==> config.mk <==
export PLATFORM = sky130hd
export DESIGN_NAME = gamepad_frame_sequencer_unit
export DESIGN_NICKNAME = d
export VERILOG_FILES = /design/src/hw/rtl/gfs_pkg.sv /design/src/hw/rtl/gfs_state.sv /design/src/hw/rtl/gamepad_frame_sequencer_unit.sv
export SDC_FILE = /design/constraint.sdc
export NUM_CORES = 1
export LEC_CHECK = 0
export ABC_AREA = 0
export BUFFER_PORTS_ARGS = -buffer_cell sky130_fd_sc_hd__buf_2
export CAP_MARGIN = 20
export CORE_UTILIZATION = 35
export DETAILED_ROUTE_END_ITERATION = 8
export PLACE_DENSITY = 0.58
export SETUP_SLACK_MARGIN = 0.5
export SLEW_MARGIN = 0
export SYNTH_ARGS = -nofsm -noshare
export SYNTH_HDL_FRONTEND = slang
export SYNTH_HIERARCHICAL = 1
export SYNTH_SLANG_ARGS = --single-unit
==> constraint.sdc <==
create_clock -name clk_i -period 6.43 [get_ports clk_i]
set_input_delay 0.643 -clock clk_i [delete_from_list [all_inputs] [get_ports clk_i]]
set_output_delay 0.643 -clock clk_i [all_outputs]
set_load 0.01 [all_outputs]
==> src/hw/rtl/gfs_pkg.sv <==
// Shared types and constants of the gamepad frame sequencer.
`timescale 1ns / 1ps

package gfs_pkg;

  // Controller command codes.
  typedef enum logic [3:0] {
    CMD_PRESS   = 4'd0,
    CMD_HOLD    = 4'd1,
    CMD_RELEASE = 4'd2,
    CMD_TOGGLE  = 4'd3,
    CMD_SPAM    = 4'd4,
    CMD_IDLE    = 4'd5,
    CMD_FRAME   = 4'd6,
    CMD_LSTICK  = 4'd7,
    CMD_RSTICK  = 4'd8
  } cmd_e;

  // Button bits that are reported as triggers instead of buttons.
  localparam logic [15:0] LT_BIT    = 16'h0400;
  localparam logic [15:0] RT_BIT    = 16'h0800;
  localparam logic [15:0] BTN_KEEP  = 16'hf3ff;
  localparam logic [7:0]  TRIG_FULL = 8'd255;
  localparam logic [7:0]  TRIG_OFF  = 8'd0;

  // One command as it sits in the input stage.
  typedef struct packed {
    logic [3:0]         command;
    logic [3:0]         button;
    logic signed [15:0] stick_x;
    logic signed [15:0] stick_y;
  } cmd_t;

  // One gamepad report frame.
  typedef struct packed {
    logic [15:0]        buttons;
    logic [7:0]         left_trigger;
    logic [7:0]         right_trigger;
    logic signed [15:0] left_x;
    logic signed [15:0] left_y;
    logic signed [15:0] right_x;
    logic signed [15:0] right_y;
  } report_t;

endpackage

==> src/hw/rtl/gfs_state.sv <==
// Button masks, stick registers and report formation of the frame sequencer.
`timescale 1ns / 1ps

module gfs_state (
  input  logic             clk_i,
  input  logic             rst_ni,
  input  logic             exec_i,
  input  gfs_pkg::cmd_t    cmd_i,
  output gfs_pkg::report_t report_o
);

  logic [15:0]        press_q, press_d;
  logic [15:0]        hold_q, hold_d;
  logic [15:0]        front_q, front_d;
  logic [15:0]        back_q, back_d;
  logic signed [15:0] lx_q, lx_d, ly_q, ly_d;
  logic signed [15:0] rx_q, rx_d, ry_q, ry_d;
  logic [15:0]        bit_sel;
  logic [15:0]        all_btn;

  assign bit_sel = 16'd1 << cmd_i.button;

  // Command decoder: next value of every mask and stick register.
  always_comb begin
    press_d = press_q;
    hold_d  = hold_q;
    front_d = front_q;
    back_d  = back_q;
    lx_d    = lx_q;
    ly_d    = ly_q;
    rx_d    = rx_q;
    ry_d    = ry_q;
    if (exec_i) begin
      unique case (cmd_i.command)
        gfs_pkg::CMD_PRESS:  press_d = press_q | bit_sel;
        gfs_pkg::CMD_HOLD:   hold_d  = hold_q | bit_sel;
        gfs_pkg::CMD_TOGGLE: hold_d  = hold_q ^ bit_sel;
        gfs_pkg::CMD_SPAM:   front_d = front_q | bit_sel;
        gfs_pkg::CMD_RELEASE: begin
          hold_d  = hold_q & ~bit_sel;
          front_d = front_q & ~bit_sel;
          back_d  = back_q & ~bit_sel;
        end
        gfs_pkg::CMD_IDLE: begin
          press_d = '0;
          hold_d  = '0;
          front_d = '0;
          back_d  = '0;
          lx_d    = '0;
          ly_d    = '0;
          rx_d    = '0;
          ry_d    = '0;
        end
        gfs_pkg::CMD_FRAME: begin
          press_d = '0;
          front_d = back_q;
          back_d  = front_q;
        end
        gfs_pkg::CMD_LSTICK: begin
          lx_d = cmd_i.stick_x;
          ly_d = cmd_i.stick_y;
        end
        gfs_pkg::CMD_RSTICK: begin
          rx_d = cmd_i.stick_x;
          ry_d = cmd_i.stick_y;
        end
        default: ;
      endcase
    end
  end

  // State registers.
  always_ff @(posedge clk_i or negedge rst_ni) begin
    if (!rst_ni) begin
      press_q <= '0;
      hold_q  <= '0;
      front_q <= '0;
      back_q  <= '0;
      lx_q    <= '0;
      ly_q    <= '0;
      rx_q    <= '0;
      ry_q    <= '0;
    end else begin
      press_q <= press_d;
      hold_q  <= hold_d;
      front_q <= front_d;
      back_q  <= back_d;
      lx_q    <= lx_d;
      ly_q    <= ly_d;
      rx_q    <= rx_d;
      ry_q    <= ry_d;
    end
  end

  // Report built from the current state, before the frame updates it.
  assign all_btn = press_q | hold_q | front_q;

  always_comb begin
    report_o.buttons       = all_btn & gfs_pkg::BTN_KEEP;
    report_o.left_trigger  = |(all_btn & gfs_pkg::LT_BIT) ? gfs_pkg::TRIG_FULL
                                                          : gfs_pkg::TRIG_OFF;
    report_o.right_trigger = |(all_btn & gfs_pkg::RT_BIT) ? gfs_pkg::TRIG_FULL
                                                          : gfs_pkg::TRIG_OFF;
    report_o.left_x        = lx_q;
    report_o.left_y        = ly_q;
    report_o.right_x       = rx_q;
    report_o.right_y       = ry_q;
  end

endmodule

==> src/hw/rtl/gamepad_frame_sequencer_unit.sv <==
// Top level of the gamepad frame sequencer: input stage, state and report register.
`timescale 1ns / 1ps

// Takes one controller command per clock cycle and emits one report frame
// for each frame command. A command is registered in the input stage on
// transfer and applied from there to the button masks and stick registers;
// a frame command loads the report register as it is applied, so a report
// passes the input stage and the report register before it shows on the output.
// Throughput is one command per cycle; the only
// stall is a frame command meeting a report register that still holds an
// untaken report, which holds the input stage until the report is taken.
// Sticks are stored unchanged as signed Q1.15; button bits 10 and 11 leave the
// report as full-scale trigger values.
module gamepad_frame_sequencer_unit (
  input  logic               clk_i,
  input  logic               rst_ni,
  input  logic               in_valid_i,
  output logic               in_ready_o,
  input  logic [3:0]         command_i,
  input  logic [3:0]         button_i,
  input  logic signed [15:0] stick_x_i,
  input  logic signed [15:0] stick_y_i,
  output logic               out_valid_o,
  input  logic               out_ready_i,
  output logic [15:0]        buttons_o,
  output logic [7:0]         left_trigger_o,
  output logic [7:0]         right_trigger_o,
  output logic signed [15:0] left_x_o,
  output logic signed [15:0] left_y_o,
  output logic signed [15:0] right_x_o,
  output logic signed [15:0] right_y_o
);

  logic             in_valid_q;
  gfs_pkg::cmd_t    cmd_q;
  logic             out_valid_q;
  gfs_pkg::report_t rep_q;
  gfs_pkg::report_t rep_now;
  logic             out_free;
  logic             is_frame;
  logic             exec;

  // Stage control: a frame command needs room in the report register.
  assign out_free   = !out_valid_q || out_ready_i;
  assign is_frame   = (cmd_q.command == gfs_pkg::CMD_FRAME);
  assign exec       = in_valid_q && (!is_frame || out_free);
  assign in_ready_o = !in_valid_q || exec;

  // Input stage valid flag.
  always_ff @(posedge clk_i or negedge rst_ni) begin
    if (!rst_ni) begin
      in_valid_q <= 1'b0;
    end else if (in_ready_o) begin
      in_valid_q <= in_valid_i;
    end
  end

  // Input stage payload, loaded on every transfer.
  always_ff @(posedge clk_i) begin
    if (in_valid_i && in_ready_o) begin
      cmd_q.command <= command_i;
      cmd_q.button  <= button_i;
      cmd_q.stick_x <= stick_x_i;
      cmd_q.stick_y <= stick_y_i;
    end
  end

  gfs_state u_state (
    .clk_i    (clk_i),
    .rst_ni   (rst_ni),
    .exec_i   (exec),
    .cmd_i    (cmd_q),
    .report_o (rep_now)
  );

  // Report register valid flag.
  always_ff @(posedge clk_i or negedge rst_ni) begin
    if (!rst_ni) begin
      out_valid_q <= 1'b0;
    end else if (exec && is_frame) begin
      out_valid_q <= 1'b1;
    end else if (out_ready_i) begin
      out_valid_q <= 1'b0;
    end
  end

  // Report register payload.
  always_ff @(posedge clk_i) begin
    if (exec && is_frame) begin
      rep_q <= rep_now;
    end
  end

  assign out_valid_o     = out_valid_q;
  assign buttons_o       = rep_q.buttons;
  assign left_trigger_o  = rep_q.left_trigger;
  assign right_trigger_o = rep_q.right_trigger;
  assign left_x_o        = rep_q.left_x;
  assign left_y_o        = rep_q.left_y;
  assign right_x_o       = rep_q.right_x;
  assign right_y_o       = rep_q.right_y;

  // A frame command never overwrites a report that is still waiting.
  assert property (@(posedge clk_i) disable iff (!rst_ni)
    (in_valid_q && is_frame && out_valid_q && !out_ready_i) |-> !in_ready_o)
    else $error("frame command advanced over an untaken report");

  // A stalled command stays in the input stage.
  assert property (@(posedge clk_i) disable iff (!rst_ni)
    (in_valid_q && !exec) |=> (in_valid_q && $stable(cmd_q)))
    else $error("stalled command lost from the input stage");

  // Trigger bits never appear in the reported button mask.
  assert property (@(posedge clk_i) disable iff (!rst_ni)
    out_valid_o |-> ((buttons_o & ~gfs_pkg::BTN_KEEP) == 16'd0))
    else $error("trigger bits leaked into the button mask");

  // Triggers are either fully off or fully on.
  assert property (@(posedge clk_i) disable iff (!rst_ni)
    out_valid_o |-> ((left_trigger_o == gfs_pkg::TRIG_OFF ||
                      left_trigger_o == gfs_pkg::TRIG_FULL) &&
                     (right_trigger_o == gfs_pkg::TRIG_OFF ||
                      right_trigger_o == gfs_pkg::TRIG_FULL)))
    else $error("trigger value is neither off nor full scale");

endmodule

# == Word level (Yosys, flattened, before mapping) ==
# Index checks and enable logic that the tools add are counted.
# totals
register_bits,264
input_bits,44
out_inout_bits,98
word_cells,76
# op_classes
eq_ne,8
n_shift,1
mux,12
bitwise,10
reduce_logical,24
# op_table
operator,count
one-hot mux 16 bit (2 select lines),5
one-hot mux 16 bit (4 select lines),2
bitwise OR 16 bit,5
bitwise AND 16 bit,3
one-hot mux 16 bit (3 select lines),1
== test 4 x 3 -> 1 bit (second input constant),4
two-way mux 8 bit,2
NOT 16 bit,1
<< shifter 1 x 4 -> 16 bit (first input constant),1
bitwise XOR 16 bit,1
AND reduction 2 bit,6
== test 4 x 2 -> 1 bit (second input constant),2
nonzero test 2 bit,4
nonzero test 4 bit,2
== test 4 x 1 -> 1 bit (second input constant),1
== test 4 bit (second input constant),1
logical NOT 4 bit,1
logical AND 1 bit,3
logical NOT 1 bit,3
logical OR 1 bit,3
nonzero test 3 bit,1
two-way mux 1 bit,2
OR reduction 2 bit,1

# == Longest topological paths before layout ==
# Gate-level depths: netlist of the first run.
# logic_depth
depth_word,6
depth_mapped,8

# == Hierarchy ==
# The synthesis of the first run kept the hierarchy.
# by_module_without_submodules
mod,instances,cells_per_inst,area_each_um2
gfs_state,1,563,6212.2
gamepad_frame_sequencer_unit,1,147,4206.5

# == Worst setup path before layout of the first run ==
# OpenSTA, ideal clock, no wires.
# synth_path
path_type,input port to flip-flop
startpoint,input out_ready_i
endpoint,"register rep_q, in the netlist buttons_o[0], enable pin"
t_arrival_ns,3.197
t_required_ns,5.964
setup_slack_ns,2.767
cell_stages,2
path_buffers,0
path_cell_list,and2b_1 and3b_1
# synth_via
elab_chain_cells,4
# synth_lines
item,line,source
from (decl),gamepad_frame_sequencer_unit.sv:24,"input logic out_ready_i,"
logical OR 1 bit,gamepad_frame_sequencer_unit.sv:44,assign out_free = !out_valid_q || out_ready_i;
logical OR 1 bit,gamepad_frame_sequencer_unit.sv:46,assign exec = in_valid_q && (!is_frame || out_free);
logical AND 1 bit,gamepad_frame_sequencer_unit.sv:46,
logical AND 1 bit,gamepad_frame_sequencer_unit.sv:89,if (exec && is_frame) begin
to (signal assigned),gamepad_frame_sequencer_unit.sv:90,rep_q <= rep_now;
to (decl),gamepad_frame_sequencer_unit.sv:37,gfs_pkg::report_t rep_q;
# Every way passes these cells.
# A chain may end at the register's enable or synchronous reset.

# == Worst setup path in the final report of the first run ==
# layout_path
startpoint,register cmd_q[37] (netlist name)
endpoint,register u_state.rx_q[1]
# layout_via
elab_chain_cells,5
# layout_lines
item,line,source
from (decl),gamepad_frame_sequencer_unit.sv:35,gfs_pkg::cmd_t cmd_q;
== test 4 x 3 -> 1 bit,gamepad_frame_sequencer_unit.sv:45,assign is_frame = (cmd_q.command == gfs_pkg::CMD_FRAME);
logical NOT 1 bit,gamepad_frame_sequencer_unit.sv:46,
logical OR 1 bit,gamepad_frame_sequencer_unit.sv:46,
logical AND 1 bit,gamepad_frame_sequencer_unit.sv:46,
named net exec,gamepad_frame_sequencer_unit.sv:41,logic exec;
AND reduction 2 bit (no line),n/a,
to (signal assigned),gfs_state.sv:90,rx_q <= rx_d;
to (decl),gfs_state.sv:17,"logic signed [15:0] rx_q, rx_d, ry_q, ry_d;"
# The timed path passes the listed nets, and every way through them passes these cells.

==> summary.md, run 1 <==
| Metric | Value |
|---|---|
| Status | `finished clean` |
| Main synth FF type | `edfxtp_1` |
| Clk sink count | `266` |
| Hold_ws | `0.156 ns` |
| CORE AREA | `about 0.029 mm2` |
| Worst Max-Slew Pin Slew | `0.899 ns` |
| Max-slew headroom | `between 30% and 40%` |
| Drt wl/cell | `~18 um` |
| Number of synthesized flops with an enable pin | `136` |
| Total track usage | `14.8%` |
| Mean area per synthesized cell | `14.7 um2` |
| Seq cells post-synth | `266` |
| DIE AREA | `between 0.03 and 0.04 mm2` |
| Filler cells | `2719` |
| Synth top area cells | `edfxtp_1, dfrtp_1, a22o_1` |
| Die H | `175 um` |
| Post-synth top cells | `edfxtp_1, dfrtp_1, nand2_1` |
| Post-synthesis sequential area ratio | `70.4%` |
| HP Class | `primary input to asynchronous set/reset pin` |
| P_leak | `about 5.1 nW` |
| CP Cell Sequence | `buf_4, and4bb_4, a21boi_0, and4b_2, nor2_4, a22o_1` |
| First-pass GRT wire length | `34.9 mm` |
| Worst r2r src | `cmd_q[37]` |
| FF-to-FF setup slack | `around 3.3 ns` |
| Data required, critical path | `6.85 ns` |
| DPL Wire Length | `between 10 and 15 mm` |
| Footprint of the multi-input gates | `0.00264 mm2` |
| Post-layout minimum cycle time | `3.12 ns` |
| Total CTS buffers | `28` |
| Yosys cell types | `46` |
| Max Clock Skew | `0.00646 ns` |
| RD Place Congestion | `approximately 0.73` |
| Leading area contributor after synthesis | `edfxtp_1` |
| Util after Layout | `42.3%` |
| Hold buffers post-CTS | `0` |
| TritonRoute pass-1 iters | `8` |
| CTS tree | `yes` |
| WS Path Type | `flop to flop` |
| Setup repair after global routing missed its margin | `false` |
| I/O pin count | `around 140` |
| Reg area | `approximately 0.0073 mm2` |
| Setup TNS | `0 ns` |
| Post-CTS resize count | `0` |
| Reg2reg path depth | `6` |
| Reg-to-Reg End | `u_state/rx_q[1]` |
| Fin nets | `approximately 920` |
| CP arrival | `3.55 ns` |
| Postcts setup bufs | `0` |
| FP Rows | `62` |
| Pwr dens | `roughly 340 mW/mm2` |
| Yosys top cell area share | `39.2%` |
| Max-cap violations | `0` |
| Clock Path Buffers | `3` |
| Worst vdd ir | `0.000184 V` |
| Overflow after GRT | `0` |
| Fmax | `0.320 GHz` |
| Clock-pin slew on the worst setup and hold paths | `roughly 0.06 ns` |
| Cell area after synthesis | `approximately 0.010 mm2` |
| Slew Viols, Final | `0` |
| Chip width | `175 um` |
| Port Buffer Count | `141` |
| Crit end category | `flop` |
| Vias in the first global route | `between 6000 and 7000` |
| Critical path's slowest cell | `and4b_2` |
| Share of cells above drive strength 1 | `24.4%` |
| CP startpoint kind | `flop` |
| # H-tree levels | `1` |
| # DRC | `0` |
| Clock Root Buffer | `clkbuf_16` |
| Synth Instances | `710` |
| DRT Wirelength | `between 20 and 25 mm` |
| Endpoints failing hold | `0` |
| Most frequent cell after synthesis | `edfxtp_1` |
| Syn. warnings | `6` |
| Number of setup violations in the final report | `0` |
| Largest net degree at the start of global routing | `77` |
| Slowest cell delay on critical path | `0.88 ns` |
| Ys async rst share | `48.9%` |
| Starting DRC count in detailed routing | `378` |
| Worst-Skew Late Latency | `0.54 ns` |
| Antenna violations before repair | `2` |
| Area delta synth->final | `17.8%` |
| Final antenna-violating net count | `0` |
| Via count | `6109` |
| DR vias/cell | `4.90` |
| Initial core utilization | `a little over a third` |
| Fin crit share | `48.6%` |
| Max FO, Critical Path | `42` |
cell usage in the layout, fill, tap and decap left out, drive strengths merged:
master	synthesis	final
a211o	1	1
a21boi	1	1
a21o	2	2
a21oi	3	3
a22o	64	64
a22oi	16	16
a31o	1	1
a31oi	1	1
and2	1	1
and2b	1	1
and3	1	1
and3b	1	1
and4b	1	1
and4bb	1	1
buf	40	150
clkbuf	12	41
clkinv	0	11
conb	1	2
dfrtp	130	130
diode	0	1
edfxtp	136	136
ha	32	32
inv	33	33
mux2i	16	16
nand2	69	69
nand2b	9	9
nand3	1	1
nand3b	1	1
nand4b	1	1
nor2	15	15
nor3	6	6
nor4	1	1
o21a	16	16
o21ai	46	46
o221ai	16	16
o2bb2ai	16	16
o41ai	2	2
or3	16	16
cell families (layout without fill, tap and decap cells):
family,count (synthesis),in the layout,share of synthesized area [%]
DFF,266,266,70.4
muxes,16,16,1.54
AOI/OAI and AO/OA,185,185,13.6
and+or+nand+nor,125,125,6.09
buffers and inverters,85,235,4.47
other,1,3,0.0360
adders and majority gates,32,32,3.84
through the flow:
step / worst slack (ns) / area (um2) / total power, W / std cells
global route: 3.02 / 12300 / 0.00440 / 1246
detailed placement: 3.23 / 11300 / 0.00270 / 1191
finish: 3.31 / 12300 / 0.00418 / 1246
global placement: 3.31 / 11300 / 0.00268 / 1191
CTS: 3.27 / 12200 / 0.00423 / 1243
floorplan: 2.77 / 10400 / 0.00258 / 711
per-layer routing:
layer | GRT usage (%) | part of all wire, % | vias up
li1 | - | - | 2883
met1 | 19.9 | 44 | 3034
met2 | 24.7 | 49 | 155
met3 | 2.41 | 5.1 | 37
met4 | 4.31 | 1.8 | 0
met5 | 0 | 0 | -
cell type report:
class / instances / share of cell area (%)
clock inverter: 11 / 0.530
timing repair buffer: 150 / 6.65
sequential: 266 / 59.8
antenna: 1 / 0.0204
inverter: 33 / 1.01
clock buffer: 41 / 6.60
multi-input combinational: 360 / 21.5
tap: 384 / 3.91
critical path, delay by kind of cell (launching register included):
family	cells	cell delay, ns
and+or+nand+nor	3	1.52
AOI/OAI and AO/OA	2	0.78
DFF	1	0.37
buffers and inverters	1	0.30
flip-flops by register name, indices dropped and copies added, names as in the netlist:
register	cells
u_state/front_q	16
right_trigger_o	8
right_x_o	16
u_state/press_q	16
u_state/ly_q	16
u_state/lx_q	16
right_y_o	16
left_y_o	16
in_valid_q	1
u_state/back_q	16
left_x_o	16
buttons_o	16
u_state/rx_q	16
u_state/hold_q	16
left_trigger_o	8
u_state/ry_q	16
cmd_q	40
out_valid_o	1
power breakdown:
part | switching [W] | internal (W)
registers | 0.000148 | 0.00206
clock network | 0.000636 | 0.000873
logic | 0.000241 | 0.000226
how the worst max path moves through the flow:
stage	to	slack, ns	cells after the start	startpoint
after floorplan	buttons_o[0]	2.77	2	out_ready_i
after global placement	u_state/rx_q[13]	3.31	6	out_ready_i
after detailed placement	u_state/rx_q[2]	3.23	6	out_ready_i
after CTS	u_state/rx_q[1]	3.27	8	cmd_q[37]
after global routing	u_state/rx_q[5]	3.02	8	cmd_q[37]
final	u_state/rx_q[1]	3.31	6	cmd_q[37]
Note: power is estimated with default switching activity, not from simulation.
==> run 2, diff against run 1 <==
--- a/config.mk
+++ b/config.mk
@@ -10,7 +10,7 @@
 export CAP_MARGIN = 20
 export CORE_UTILIZATION = 35
 export DETAILED_ROUTE_END_ITERATION = 8
-export PLACE_DENSITY = 0.58
+export PLACE_DENSITY = 0.6
 export SETUP_SLACK_MARGIN = 0.5
 export SLEW_MARGIN = 0
 export SYNTH_ARGS = -nofsm -noshare
==> constraint.sdc (replaced) <==
create_clock -name clk_i -period 2.6 [get_ports clk_i]
set_input_delay 0.26 -clock clk_i [delete_from_list [all_inputs] [get_ports clk_i]]
set_output_delay 0.26 -clock clk_i [all_outputs]
set_load 0.01 [all_outputs]
==> summary.md, run 2 (synthesized netlist as in run 1, its figures left out) <==
| Metric | Value |
|---|---|
| Worst vdd ir | `0.000517 V (+180%)` |
| Clock Path Buffers | `3 (unchanged)` |
| Largest net degree at the start of global routing | `97 (+26%)` |
| DPL Wire Length | `13.6 mm (-1.8%)` |
| CORE AREA | `0.0290 mm2 (unchanged)` |
| ANT cells | `0 (-1)` |
| Clock Root Buffer | `clkbuf_16` |
| First-pass GRT wire length | `35.9 mm (+3.0%)` |
| Fmax | `0.499 GHz (+56%)` |
| DP Worst Slack | `0.392 ns (-2.84 ns)` |
| Setup TNS | `0 ns (unchanged)` |
| CTS tree | `yes` |
| FP Rows | `62 (unchanged)` |
| Seq pwr share | `51.2% (-1.6 points)` |
| Endpoints failing hold | `0 (unchanged)` |
| Data required, critical path | `3.01 ns (-3.84 ns)` |
| Total track usage | `14.9% (+0.059 points)` |
| RD Place Congestion | `0.744 (+1.6%)` |
| Fin crit share | `77.1% (+28 points)` |
| Max FO, Critical Path | `16 (-62%)` |
| Clk sink count | `266 (unchanged)` |
| Setup repair after global routing missed its margin | `true` |
| Fin nets | `975 (+6.6%)` |
| DRT Wirelength | `22.2 mm (-1.1%)` |
| Placed Instances | `1206 (+1.3%)` |
| Clock-pin slew on the worst setup and hold paths | `0.06 ns (about the same)` |
| Total CTS buffers | `28 (unchanged)` |
| Status | `finished clean` |
| HP Class | `primary input to flop` |
| DIE AREA | `0.0305 mm2 (unchanged)` |
| Largest Register | `cmd_q` |
| Number of setup violations in the final report | `0 (unchanged)` |
| Initial core utilization | `35.9% (unchanged)` |
| Share of cells above drive strength 1 | `25.3% (+0.94 points)` |
| Chip width | `175 um (unchanged)` |
| CP startpoint kind | `flop` |
| Internal power | `0.00806 W (+160%)` |
| Clk network pwr share | `37.1% (+1.0 points)` |
| Final Non-Filler Cells | `1304 (+4.7%)` |
| Pwr dens | `823 mW/mm2 (+140%)` |
| Via count | `6235 (+2.1%)` |
| Commonest cells after routing, fill and taps aside | `buf_2, edfxtp_1, dfrtp_1` |
| Post-DP Area | `0.0115 mm2 (+1.4%)` |
| Crit end category | `flop` |
| Worst Max-Slew Pin Slew | `0.775 ns (-0.125 ns)` |
| Max Clock Skew | `0.00995 ns (+0.00349 ns)` |
| CP arrival | `2.42 ns (-1.13 ns)` |
| Post-layout minimum cycle time | `2.00 ns (-1.12 ns)` |
| Antenna violations before repair | `1 (-1)` |
| Starting DRC count in detailed routing | `387 (+2.4%)` |
| Final antenna-violating net count | `0 (unchanged)` |
| Slew Viols, Final | `0 (unchanged)` |
| # H-tree levels | `1 (unchanged)` |
| Worst-Skew Late Latency | `0.53 ns (about the same)` |
| Final instance area | `0.0129 mm2 (+5.3%)` |
| Max-slew headroom | `48.2% (+8.7 points)` |
| Die H | `175 um (unchanged)` |
| P_leak | `5.43 nW (+5.6%)` |
| Area delta synth->final | `24.1%` |
| Logic pwr share | `11.7% (+0.6 points)` |
| Psw | `0.00257 W (+150%)` |
| WS Path Type | `flop to flop` |
| TritonRoute pass-1 iters | `4 (-4)` |
| # DRC | `0 (unchanged)` |
| I/O pin count | `142 (unchanged)` |
| Port Buffer Count | `141 (unchanged)` |
| Max reg flops | `40 (unchanged)` |
| Max-cap violations | `0 (unchanged)` |
| Commonest non-fill, non-tap cell in the layout | `buf_2` |
| Vias in the first global route | `6396 (+5.9%)` |
| Final WS setup | `0.596 ns (-2.71 ns)` |
| Overflow after GRT | `0 (unchanged)` |
| DR vias/cell | `4.78 (-2.5%)` |
| Sw Ratio | `24.2% (-0.29 points)` |
| Drt wl/cell | `17.0 um (-5.5%)` |
-- run 2: cell types whose count changed in the layout (fill, tap and decap cells not counted), sizes merged --
cell / previous run / this run
clkinvlp: 0 / 1
buf: 150 / 168
clkinv: 11 / 10
dlygate4sd3: 0 / 42
clkbuf: 41 / 37
bufinv: 0 / 3
diode: 1 / 0
-- run 2: final timing paths --
kind	end	start	slack, ns	depth (start not counted)
setup / recovery	u_state/hold_q[11]	cmd_q[37]	0.60	8
hold / removal	out_valid_o	out_ready_i	0.29	3
setup reg to reg	u_state/hold_q[11]	cmd_q[37]	0.60	8
hold reg to reg	left_x_o[5]	u_state/lx_q[5]	0.45	0
max in group asynchronous	u_state/hold_q[12]	rst_ni	1.59	3
min in group asynchronous	u_state/ly_q[8]	rst_ni	0.31	2
-- run 2: layout make-up --
cell class / count / area, um2
Inverter: 33 / 124
Sequential cell: 266 / 7340
Timing Repair Buffer: 210 / 1410
Clock buffer: 37 / 754
Fill cell: 2627 / 16100
Tap cell: 384 / 480
Multi-Input combinational cell: 360 / 2660
Clock inverter: 14 / 164
-- run 2: power groups by stage --
stage                     sequential, W  clock, W  combinational (W)
after detailed placement        0.00552         0            0.00119
after global routing            0.00553   0.00424            0.00142
after CTS                       0.00545   0.00406            0.00126
after global placement          0.00550         0            0.00114
final                           0.00545   0.00394            0.00124
after floorplan                 0.00543         0           0.000942
-- run 2: worst max-delay path, cell delays in order, from the launching register on --
cell	delay, ns
edfxtp_1	0.42
and4bb_4	0.26
a21boi_0	0.18
buf_4	0.17
nand2b_1	0.13
a21oi_2	0.17
buf_4	0.25
o221ai_1	0.16
o21a_1	0.15
-- run 2: metrics by stage --
| stage | total power, W | util (%) | hold slack [ns] |
|---|---|---|---|
| after CTS | 0.0108 | 44.4 | 0.271 |
| final | 0.0106 | 44.5 | 0.291 |
| after global routing | 0.0112 | 44.5 | 0.289 |
| after detailed placement | 0.00671 | 39.7 | 0.337 |
| after floorplan | 0.00638 | - | -0.0356 |
| after global placement | 0.00664 | 39.7 | 0.330 |
-- run 2: metal layers --
| layer | part of all wire, % | routed length (um) | vias to the layer above | global-route usage, % |
|---|---|---|---|---|
| met3 | 4.5 | 998 | 37 | 2.65 |
| met4 | 1.7 | 380 | 2 | 4.02 |
| met5 | 0.036 | 8 | - | 0 |
| met1 | 45 | 10000 | 3072 | 20.5 |
| li1 | - | - | 2997 | - |
| met2 | 49 | 10800 | 127 | 24.1 |
-- run 2: timing repair --
action / in CTS / in global routing
hold endpoints to repair: 86 / 0
buffers inserted: 2 / 3
gates resized for setup: 4 / 6
endpoints found under the setup margin: 106 / 53
gates cloned: 0 / 0
hold buffers: 42 / 0
==> run 3, diff against run 2 <==
--- a/config.mk
+++ b/config.mk
@@ -10,7 +10,7 @@
 export CAP_MARGIN = 20
 export CORE_UTILIZATION = 35
 export DETAILED_ROUTE_END_ITERATION = 8
-export PLACE_DENSITY = 0.6
+export PLACE_DENSITY = 0.58
 export SETUP_SLACK_MARGIN = 0.5
 export SLEW_MARGIN = 0
 export SYNTH_ARGS = -nofsm -noshare
==> constraint.sdc (replaced) <==
create_clock -name clk_i -period 2.1 [get_ports clk_i]
set_input_delay 0.21 -clock clk_i [delete_from_list [all_inputs] [get_ports clk_i]]
set_output_delay 0.21 -clock clk_i [all_outputs]
set_load 0.01 [all_outputs]
==> summary.md, run 3 (synthesized netlist as in run 1, its figures left out) <==
| Metric | Value |
|---|---|
| First-pass GRT wire length | `38.9 mm (+8.2%)` |
| Max-cap violations | `0 (unchanged)` |
| DPL Wire Length | `13.7 mm (+0.85%)` |
| RD Place Congestion | `0.726 (-2.4%)` |
| Area delta synth->final | `46.4%` |
| Hold-critical path depth | `4 (+1)` |
| Max FO, Critical Path | `5 (-11)` |
| DP Worst Slack | `0.00297 ns (-0.389 ns)` |
| Total CTS buffers | `28 (unchanged)` |
| Worst Max-Slew Pin Slew | `0.745 ns (-0.0291 ns)` |
| Max-slew headroom | `50.3% (+2.1 points)` |
| Final antenna-violating net count | `0 (unchanged)` |
| Slew Viols, Final | `0 (unchanged)` |
| Post-DP Area | `0.0117 mm2 (+1.6%)` |
| WS Path Type | `flop to flop` |
| Filler cells | `2374 (-9.6%)` |
| CP Cell Sequence | `buf_6, nor4_4, buf_4, inv_4, ha_4, mux2i_1, o221ai_1, o21a_1` |
| Via count | `7076 (+13%)` |
| Setup repair after global routing missed its margin | `true` |
| Clock Root Buffer | `clkbuf_16` |
| Clock-pin slew on the worst setup and hold paths | `0.06 ns (about the same)` |
| Util after Layout | `52.6% (+8.0 points)` |
| Setup TNS | `0 ns (unchanged)` |
| Max Clock Skew | `0.0239 ns (+0.0139 ns)` |
| Number of setup violations in the final report | `0 (unchanged)` |
| Final instance area | `0.0153 mm2 (+18%)` |
| Psw | `0.00355 W (+38%)` |
| TritonRoute pass-1 iters | `4 (unchanged)` |
| Worst vdd ir | `0.000610 V (+18%)` |
| Largest net degree at the start of global routing | `131 (+35%)` |
| # H-tree levels | `1 (unchanged)` |
| Fmax | `0.527 GHz (+5.5%)` |
| Reg2reg path depth | `8 (unchanged)` |
| Clk network pwr share | `35.2% (-1.9 points)` |
| CP startpoint kind | `flop` |
| Total track usage | `16.4% (+1.6 points)` |
| P_leak | `6.40 nW (+18%)` |
| Antenna violations before repair | `1 (unchanged)` |
| Overflow after GRT | `0 (unchanged)` |
| Vias in the first global route | `6839 (+6.9%)` |
| # DRC | `0 (unchanged)` |
| Data required, critical path | `2.52 ns (-0.49 ns)` |
| Die H | `175 um (unchanged)` |
| Clock Path Buffers | `3 (unchanged)` |
| CP arrival | `2.32 ns (-0.10 ns)` |
| Post-layout minimum cycle time | `1.90 ns (-0.105 ns)` |
| Internal power | `0.0105 W (+30%)` |
| Buf/Inv on CP | `3 (+1)` |
| Fin crit share | `90.4% (+13 points)` |
| Chip width | `175 um (unchanged)` |
| CTS tree | `yes` |
| Status | `finished clean` |
| Final WS setup | `0.202 ns (-0.395 ns)` |
| Starting DRC count in detailed routing | `487 (+26%)` |
| Largest Register | `cmd_q` |
| Commonest non-fill, non-tap cell in the layout | `buf_2` |
| Initial core utilization | `35.9% (unchanged)` |
| Max reg flops | `40 (unchanged)` |
| Fin nets | `1074 (+10%)` |
| Clk sink count | `266 (unchanged)` |
| DRT Wirelength | `28.5 mm (+28%)` |
| Share of cells above drive strength 1 | `43.4% (+18 points)` |
| HP Class | `primary input to flop` |
| I/O pin count | `142 (unchanged)` |
| DIE AREA | `0.0305 mm2 (unchanged)` |
| Slowest cell delay on critical path | `0.53 ns (+0.11 ns)` |
| Endpoints failing hold | `0 (unchanged)` |
| Pwr dens | `920 mW/mm2 (+12%)` |
| Port Buffer Count | `141 (unchanged)` |
| Family with the most delay on the worst path | `flip-flops` |
| FP Rows | `62 (unchanged)` |
| Worst-Skew Late Latency | `0.55 ns (+0.02 ns)` |
| Critical path's slowest cell | `edfxtp_1` |
| Seq pwr share | `48.8% (-2.4 points)` |
| Crit end category | `flop` |
| Commonest cells after routing, fill and taps aside | `buf_2, edfxtp_1, dfrtp_1` |
| CORE AREA | `0.0290 mm2 (unchanged)` |
| Logic pwr share | `15.9% (+4.2 points)` |
| Drt wl/cell | `20.3 um (+19%)` |
| Sw Ratio | `25.3% (+1.1 points)` |
| DR vias/cell | `5.04 (+5.3%)` |
| Instance count on the critical path | `8 (unchanged)` |
## run 3: cell types whose count changed in the layout (fill, tap and decap cells not counted), moves of 10 or more
cell | previous run | this run
a22oi_1 | 16 | 1
a22oi_2 | 0 | 15
buf_12 | 5 | 19
buf_4 | 19 | 44
buf_6 | 4 | 27
buf_8 | 0 | 10
clkbuf_16 | 28 | 42
nand2_1 | 68 | 33
nand2_4 | 0 | 27
o21ai_0 | 45 | 6
o21ai_1 | 1 | 17
o21ai_2 | 0 | 23
## run 3: per-stage QoR
step / std cells / hold WS [ns] / total power (W)
finish: 1405 / 0.292 / 0.0140
global route: 1405 / 0.304 / 0.0146
CTS: 1359 / 0.343 / 0.0136
detailed placement: 1224 / 0.388 / 0.00833
global placement: 1224 / 0.388 / 0.00826
floorplan: 711 / -0.0856 / 0.00789
## run 3: power by group through the flow
stage                     combinational (W)  sequential (W)  clock (W)
final                               0.00224         0.00685    0.00494
after global routing                0.00245         0.00692    0.00527
after CTS                           0.00185         0.00675    0.00504
after detailed placement            0.00150         0.00684          0
after global placement              0.00144         0.00682          0
after floorplan                     0.00117         0.00673          0
## run 3: metal layers
layer | GRT usage [%] | vias to the layer above | part of all wire, %
met4 | 5.54 | 0 | 3.5
met3 | 2.58 | 62 | 5.4
met2 | 27.4 | 226 | 49
li1 | - | 3222 | -
met1 | 21.8 | 3566 | 43
met5 | 0 | - | 0
## run 3: cell type report
type	instances	area [um2]	share of cell area, %
sequential	266	7340	48.1
multi-input combinational	363	3440	22.5
timing repair buffer	306	2950	19.4
clock buffer	41	791	5.18
tap	384	480	3.15
clock inverter	11	128	0.837
inverter	33	126	0.829
antenna	1	2.50	0.0164
## run 3: path summary, 6_finish.rpt
path / startpoint / to / slack (ns)
max reg2reg: cmd_q[32] / u_state/hold_q[0] / 0.20
max: cmd_q[32] / u_state/hold_q[0] / 0.20
min reg2reg: u_state/rx_q[2] / right_x_o[2] / 0.45
min: out_ready_i / out_valid_o / 0.29
max in group asynchronous: rst_ni / u_state/front_q[12] / 1.21
min in group asynchronous: rst_ni / u_state/ry_q[4] / 0.30
## run 3: repair_timing
action	4_1_cts	5_1_grt
gates cloned	11	21
pin swaps	13	81
gates resized for setup	102	184
hold buffers	42	0
buffers inserted	30	24
endpoints found under the setup margin	225	265
hold endpoints to repair	171	0
## run 3: worst min-delay path: cells and delay by family
| family | cells | cell delay (ns) |
|---|---|---|
| simple gates | 1 | 0.24 |
| compound gates | 1 | 0.09 |
| buf+inv | 2 | 0.26 |
